### config.mk
export PLATFORM = sky130hd
export DESIGN_NAME = tile_column_shader
export DESIGN_NICKNAME = d
export VERILOG_FILES = /design/src/hw/rtl/tcs_pkg.sv /design/src/hw/rtl/tile_column_shader.sv /design/src/hw/rtl/tcs_cfg.sv /design/src/hw/rtl/tcs_shade.sv
export SDC_FILE = /design/constraint.sdc
export NUM_CORES = 1
export LEC_CHECK = 0
export BUFFER_PORTS_ARGS = -buffer_cell sky130_fd_sc_hd__buf_2
export CAP_MARGIN = 25
export CORE_AREA = 2 2 132 134
export CTS_BUF_LIST = sky130_fd_sc_hd__clkbuf_4 sky130_fd_sc_hd__clkbuf_8 sky130_fd_sc_hd__clkbuf_16
export CTS_CLUSTER_SIZE = 25
export DETAILED_ROUTE_END_ITERATION = 12
export DIE_AREA = 0 0 134 136
export GPL_ROUTABILITY_DRIVEN = 0
export PLACE_DENSITY_LB_ADDON = 0.12
export SYNTH_ARGS = -nofsm -noshare
export SYNTH_HDL_FRONTEND = slang
export SYNTH_SLANG_ARGS = --single-unit
### constraint.sdc
create_clock -name i_clk -period 5.35 [get_ports i_clk]
set_clock_uncertainty 0.05 [all_clocks]
set_input_delay 0.535 -clock i_clk [delete_from_list [all_inputs] [get_ports i_clk]]
set_output_delay 0.535 -clock i_clk [all_outputs]
set_load 0.02 [all_outputs]
### src/hw/rtl/tcs_pkg.sv
// tcs_pkg: shared types and constants for the tile column shader
// no dependencies; imported by every module of the block
package tcs_pkg;

    localparam int NUM_PALETTES = 4;
    localparam int PAL_W        = 8;
    localparam int ROWS         = 8;
    localparam int ROW_W        = 16;
    localparam int PIX_W        = 2;
    localparam int HALF_W       = 64;
    localparam int COLUMN_W     = ROWS * PIX_W;
    localparam int CFG_IDX_W    = 8;

    // register indexes of the configuration port
    localparam logic [CFG_IDX_W-1:0] REG_PALETTE_ZERO  = 8'd0;
    localparam logic [CFG_IDX_W-1:0] REG_PALETTE_ONE   = 8'd1;
    localparam logic [CFG_IDX_W-1:0] REG_PALETTE_TWO   = 8'd2;
    localparam logic [CFG_IDX_W-1:0] REG_PALETTE_THREE = 8'd3;

    typedef logic [NUM_PALETTES-1:0][PAL_W-1:0] t_palette_bank;

    typedef struct packed {
        logic [HALF_W-1:0] rows_low;
        logic [HALF_W-1:0] rows_high;
        logic [1:0]        palette_select;
        logic              mirror_horizontal;
        logic              mirror_vertical;
        logic [2:0]        pixel_column;
    } t_tile_req;

    typedef struct packed {
        logic [COLUMN_W-1:0] column_word;
        logic                write_enable;
    } t_shade_res;

endpackage

### src/hw/rtl/tile_column_shader.sv
// tile_column_shader: top level, input register, shading logic, result register
// depends on tcs_pkg, tcs_cfg and tcs_shade
//
// Shades one pixel column of an 8x8 tile of 2-bit pixels through one of four
// palette registers. One tile beat is accepted every clock cycle while ready
// is high; each beat passes through the input register and then the result
// register, with the shading logic between them. Ready goes low only while
// both registers hold beats and the result is not taken. Palette writes take
// effect on the next cycle; the user must make them only while the block is
// idle (not enforced by the block); writes to an index above three are ignored.
module tile_column_shader (
    input  logic                          i_clk,
    input  logic                          i_rst_n,
    input  logic                          i_valid,
    output logic                          o_ready,
    input  logic [tcs_pkg::HALF_W-1:0]    i_rows_low,
    input  logic [tcs_pkg::HALF_W-1:0]    i_rows_high,
    input  logic [1:0]                    i_palette_select,
    input  logic                          i_mirror_horizontal,
    input  logic                          i_mirror_vertical,
    input  logic [2:0]                    i_pixel_column,
    output logic                          o_valid,
    input  logic                          i_ready,
    output logic [tcs_pkg::COLUMN_W-1:0]  o_column_word,
    output logic                          o_write_enable,
    input  logic                          i_cfg_valid,
    output logic                          o_cfg_ready,
    input  logic [tcs_pkg::CFG_IDX_W-1:0] i_cfg_index,
    input  logic [tcs_pkg::PAL_W-1:0]     i_cfg_data
);
    import tcs_pkg::*;

    t_palette_bank palettes;
    t_tile_req     r_req;
    t_shade_res    shade_res;
    t_shade_res    r_res;
    logic          r_in_vld;
    logic          r_out_vld;
    logic          n_in_vld;
    logic          n_out_vld;
    logic          advance;
    logic          take_in;

    assign o_cfg_ready = 1'b1;

    tcs_cfg u_cfg (
        .i_clk      (i_clk),
        .i_rst_n    (i_rst_n),
        .i_we       (i_cfg_valid),
        .i_index    (i_cfg_index),
        .i_data     (i_cfg_data),
        .o_palettes (palettes)
    );

    // stage moves forward when the result register is free or being drained
    assign advance = r_in_vld && (!r_out_vld || i_ready);
    assign o_ready = !r_in_vld || !r_out_vld || i_ready;
    assign take_in = i_valid && o_ready;

    assign n_in_vld  = take_in || (r_in_vld && !advance);
    assign n_out_vld = advance || (r_out_vld && !i_ready);

    always_ff @(posedge i_clk) begin
        if (!i_rst_n) begin
            r_in_vld  <= 1'b0;
            r_out_vld <= 1'b0;
        end else begin
            r_in_vld  <= n_in_vld;
            r_out_vld <= n_out_vld;
        end
    end

    always_ff @(posedge i_clk) begin
        if (take_in) begin
            r_req.rows_low          <= i_rows_low;
            r_req.rows_high         <= i_rows_high;
            r_req.palette_select    <= i_palette_select;
            r_req.mirror_horizontal <= i_mirror_horizontal;
            r_req.mirror_vertical   <= i_mirror_vertical;
            r_req.pixel_column      <= i_pixel_column;
        end
        if (advance) begin
            r_res <= shade_res;
        end
    end

    tcs_shade u_shade (
        .i_req      (r_req),
        .i_palettes (palettes),
        .o_res      (shade_res)
    );

    assign o_valid        = r_out_vld;
    assign o_column_word  = r_res.column_word;
    assign o_write_enable = r_res.write_enable;

    a_reset_clears: assert property (@(posedge i_clk)
        !i_rst_n |=> !r_in_vld && !r_out_vld)
        else $error("pipeline valid bits not cleared by reset");

    a_accept_lands: assert property (@(posedge i_clk) disable iff (!i_rst_n)
        take_in |=> r_in_vld)
        else $error("accepted beat missing from input register");

    a_advance_lands: assert property (@(posedge i_clk) disable iff (!i_rst_n)
        advance |=> r_out_vld)
        else $error("advanced beat missing from result register");

    a_no_write_blank: assert property (@(posedge i_clk) disable iff (!i_rst_n)
        (r_out_vld && !r_res.write_enable) |-> (r_res.column_word == '0))
        else $error("blank tile result carries nonzero column");

endmodule

### src/hw/rtl/tcs_cfg.sv
// tcs_cfg: the four palette registers and their write port
// depends on tcs_pkg
module tcs_cfg (
    input  logic                         i_clk,
    input  logic                         i_rst_n,
    input  logic                         i_we,
    input  logic [tcs_pkg::CFG_IDX_W-1:0] i_index,
    input  logic [tcs_pkg::PAL_W-1:0]    i_data,
    output tcs_pkg::t_palette_bank       o_palettes
);
    import tcs_pkg::*;

    t_palette_bank r_pal;
    t_palette_bank n_pal;

    always_comb begin
        n_pal = r_pal;
        if (i_we) begin
            if (i_index == REG_PALETTE_ZERO) begin
                n_pal[0] = i_data;
            end else if (i_index == REG_PALETTE_ONE) begin
                n_pal[1] = i_data;
            end else if (i_index == REG_PALETTE_TWO) begin
                n_pal[2] = i_data;
            end else if (i_index == REG_PALETTE_THREE) begin
                n_pal[3] = i_data;
            end
        end
    end

    always_ff @(posedge i_clk) begin
        if (!i_rst_n) begin
            r_pal <= '0;
        end else begin
            r_pal <= n_pal;
        end
    end

    assign o_palettes = r_pal;

endmodule

### src/hw/rtl/tcs_shade.sv
// tcs_shade: column pick, palette shading and row packing for one tile
// depends on tcs_pkg
module tcs_shade (
    input  tcs_pkg::t_tile_req     i_req,
    input  tcs_pkg::t_palette_bank i_palettes,
    output tcs_pkg::t_shade_res    o_res
);
    import tcs_pkg::*;

    logic [PAL_W-1:0]    pal;
    logic [2:0]          col;
    logic [COLUMN_W-1:0] word;
    logic                nonzero;
    logic [ROW_W-1:0]    row [ROWS];
    logic [PIX_W-1:0]    pix [ROWS];
    logic [PIX_W-1:0]    shade [ROWS];

    assign pal     = i_palettes[i_req.palette_select];
    assign col     = i_req.mirror_horizontal ? ~i_req.pixel_column : i_req.pixel_column;
    assign nonzero = (|i_req.rows_low) | (|i_req.rows_high);

    always_comb begin
        word = '0;
        for (int r = 0; r < ROWS; r++) begin
            if (r < ROWS / 2) begin
                row[r] = i_req.rows_low[r*ROW_W +: ROW_W];
            end else begin
                row[r] = i_req.rows_high[(r - ROWS / 2)*ROW_W +: ROW_W];
            end
            pix[r] = row[r][{col, 1'b0} +: PIX_W];
            // color zero stays transparent
            if (pix[r] == '0) begin
                shade[r] = '0;
            end else begin
                shade[r] = pal[{pix[r], 1'b0} +: PIX_W];
            end
            if (i_req.mirror_vertical) begin
                word[(ROWS - 1 - r)*PIX_W +: PIX_W] = shade[r];
            end else begin
                word[r*PIX_W +: PIX_W] = shade[r];
            end
        end
    end

    assign o_res.column_word  = nonzero ? word : '0;
    assign o_res.write_enable = nonzero;

endmodule
==> flow_summary_export.csv <==
group,metric,value,unit
synth,yosys_register_bits,178,
clock_network,cts_buffers,17,
place,io_buffers,172,
synth,syn_area_per_cell,12.31,µm²
routing,drt-total-wl,24.48,mm
cells_and_area,stdcell_count,1137,
global_route,grt_max_degree,111,
power_and_ir_drop,cellPowerDensity,302.7,nW/µm²
critical_path,ff2ff_setup_slack,1.84,ns
timing,hold_viol,0,
clock_network,clock_path_buffers,2,
critical_path,path_cells,"buf_4, and2_1, a22oi_1, o221a_2, nor4_4, nand2_1, a32oi_1",
critical_path,critPathCaptureType,"register",
floorplanning,coreArea,16880,µm²
global_route,grtUsageTotal,26.69,%
critical_path,cp.required,5.54,ns
floorplanning,ios,176,
cells_and_area,antenna_cells,0,
synth,netlist-cell-type-count,59,
cells_and_area,nets,1057,
timing,relSlewSlack,27.33,%
routing,drcViolationCount,0,
critical_path,cp-start-kind,"register",
timing,finalCriticalPeriod,3.513,ns
status,status,"finished, final reports clean",
cells_and_area,register_area,5085,µm²
place,dp_cells,1107,
critical_path,crit_path_start,"r_req[1]",
critical_path,crit_buf_inv,1,
synth,synth_edf_count,152,
hold_path,worstHoldStart,"i_rows_high[10]",
floorplanning,die_w,134,µm
critical_path,crit_fanout,28,
synth,ys_seq_area_share,54.76,%
floorplanning,fp.dieH,136,µm
clock_network,numClockSinks,178,
hold_path,hp-class,"in2reg",
floorplanning,dieArea,18220,µm²
timing,setup_viol,0,
clock_network,cts_resized,0,
clock_network,h-tree-depth,4,
power_and_ir_drop,leakagePower,4.034,nW
hold_path,min_to,"r_req[17]",
critical_path,reg2reg_from,"r_req[1]",
routing,vias,7397,
timing,final-max-slew-violation-count,0,
floorplanning,start_util,55.02,%
routing,drtIter0Drc,1010,
global_route,grt_first_pass_wirelength,37.33,mm
timing,rsz0062_at_grt,"false",
critical_path,r2r_end,"o_column_word[2]",
routing,ant_nets,0,
critical_path,max_stage_delay,0.92,ns
clock_network,cts_tree,"yes",
place,place_hpwl,17.40,mm
critical_path,crit_family,"simple AND/OR/NAND/NOR gates",
clock_network,cts_setup_buffers,0,
cells_and_area,fill_cells,1337,
hold_path,min_path_cells,1,
floorplanning,core.rowCount,48,
synth,synth_cells,754,
job,maxCapViolCount,0,
global_route,grt_pass1_vias,6833,
power_and_ir_drop,worst_ir_drop_vdd,0.0002285,V
timing,setup-tns-final,0,ns
clock_network,clk_latency,0.43,ns
timing,worst_slew_pin_slew,1.090,ns
clock_network,cts_root_buf,"clkbuf_16",
synth,synth_area,9285,µm²
clock_network,cts_hold_buf,0,
synth,yosysWarnings,0,
routing,viasPerCell,6.506,
cells_and_area,area_growth,15.32,%
critical_path,path_class,"reg2reg",
timing,min_period_over_period,65.67,%
synth,synthArstFlopShare,0,%
synth,ys.flop_type,"edfxtp_1",
global_route,antenna_found_initial,0,
cells_and_area,drive_gt1_share,27.63,%
cells_and_area,multi_input_area,3846,µm²
synth,synth_nets,910,
routing,wire_per_inst,21.53,µm
routing,firstDrtPassIters,6,
critical_path,cp.arrival,3.70,ns
clock_network,clk_pin_slew,0.07,ns
global_route,overflow,0,
critical_path,crit_path_top_delay_cell,"edfxtp_1",
power_and_ir_drop,power,3.241,mW
timing,fmax,0.2846,GHz
timing,worst_hold_slack,0.2225,ns
critical_path,r2r_cells,7,
[kinds of logic (layout without fill, tap and decap cells)]
logic type / count (synthesis) / after routing / synth area share, %
DFF: 178 / 178 / 54.76
other: 1 / 1 / 0.04039
AOI/OAI and AO/OA: 227 / 227 / 17.75
buffers and inverters: 59 / 217 / 3.840
muxes: 99 / 99 / 11.06
and+or+nand+nor: 190 / 190 / 12.55
[cell usage after synthesis, types with 3 or more instances]
cell type,count,area share [%]
edfxtp_1,152,49
mux2i_1,79,8.5
a21oi_1,53,2.9
nor4_1,34,2.3
nor2b_1,31,2.1
nor3_1,29,1.6
dfxtp_1,26,5.6
a22oi_1,22,1.8
o21ai_0,21,1.1
o22ai_1,21,1.4
mux2_2,17,2.1
nand2_1,17,0.69
o221ai_1,16,1.5
a32oi_1,15,1.4
buf_2,15,0.81
o21ai_1,14,0.75
buf_4,13,1.1
clkbuf_1,13,0.53
nor2_1,13,0.53
o22a_1,12,1.1
a22o_1,10,0.94
buf_6,9,1.1
nand3_1,8,0.43
nand4_1,8,0.54
inv_1,7,0.28
nor3b_1,7,0.57
o221a_2,7,0.85
and2_1,6,0.40
and3_1,6,0.40
nand2b_1,6,0.40
and3b_1,5,0.47
o31ai_1,5,0.40
or2_1,5,0.34
a221oi_1,4,0.38
nor4_4,4,0.92
o31a_1,4,0.38
a221oi_2,3,0.49
a2bb2oi_1,3,0.28
a31oi_1,3,0.20
o221a_4,3,0.65
[per-stage QoR]
stage               setup WS (ns)  cell area [µm²]  utilization, %
floorplan                  0.8597             9285               -
global placement            2.088            10170           60.25
detailed placement          1.981            10170           60.25
CTS                         1.954            10710           63.45
global route                1.700            10710           63.45
finish                      1.837            10710           63.45
[routing by layer]
| metal | up-vias | routed length, µm | global-route usage [%] | share of wire (%) |
|---|---|---|---|---|
| li1 | 3356 | - | - | - |
| met1 | 3481 | 10190 | 37.56 | 42 |
| met2 | 496 | 11320 | 41.20 | 46 |
| met3 | 64 | 2382 | 5.481 | 9.7 |
| met4 | 0 | 580 | 9.811 | 2.4 |
| met5 | - | 0 | 0 | 0 |
[cell usage in the layout, fill, tap and decap left out, drive strengths merged, types with 8 or more instances in the layout]
cell type	instances
a21oi	53
a22o	10
o221ai	17
dfxtp	26
nor3	29
clkbuf	17
edfxtp	152
inv	10
nand2	19
o22ai	21
a22oi	24
mux2	19
o22a	12
nand4	8
o21ai	35
o221a	10
nor2b	31
clkinv	9
mux2i	79
nor4	38
nor2	15
buf	179
a32oi	15
nand3	9
[registers in the layout (all words and copies together) (netlist names)]
register / cells
r_in_vld: 1
o_valid: 1
u_cfg.o_palettes: 24
o_write_enable: 1
r_req: 135
o_column_word: 16
[where the power goes]
group,switching [mW],internal (mW)
clock network,0.523,0.636
logic,0.244,0.178
registers,0.0693,1.59
[worst max path at each step]
stage               slack (ns)  cells past startpoint          endpoint
CTS                       1.95                      7  o_column_word[2]
finish                    1.84                      7  o_column_word[2]
floorplan                 0.86                      3          r_req[0]
global route              1.70                      7  o_column_word[2]
global placement          2.09                      7  o_column_word[7]
detailed placement        1.98                      7  o_column_word[2]
[layout make-up]
type / instances / share of cell area (%)
Multi-Input combinational cell: 517 / 35.92
Clock inverter: 13 / 1.063
Timing Repair Buffer: 179 / 8.647
Inverter: 8 / 0.2804
Sequential cell: 178 / 47.49
Tap cell: 225 / 2.629
Clock buffer: 17 / 3.973
Note: power is estimated with default switching activity, not from simulation.
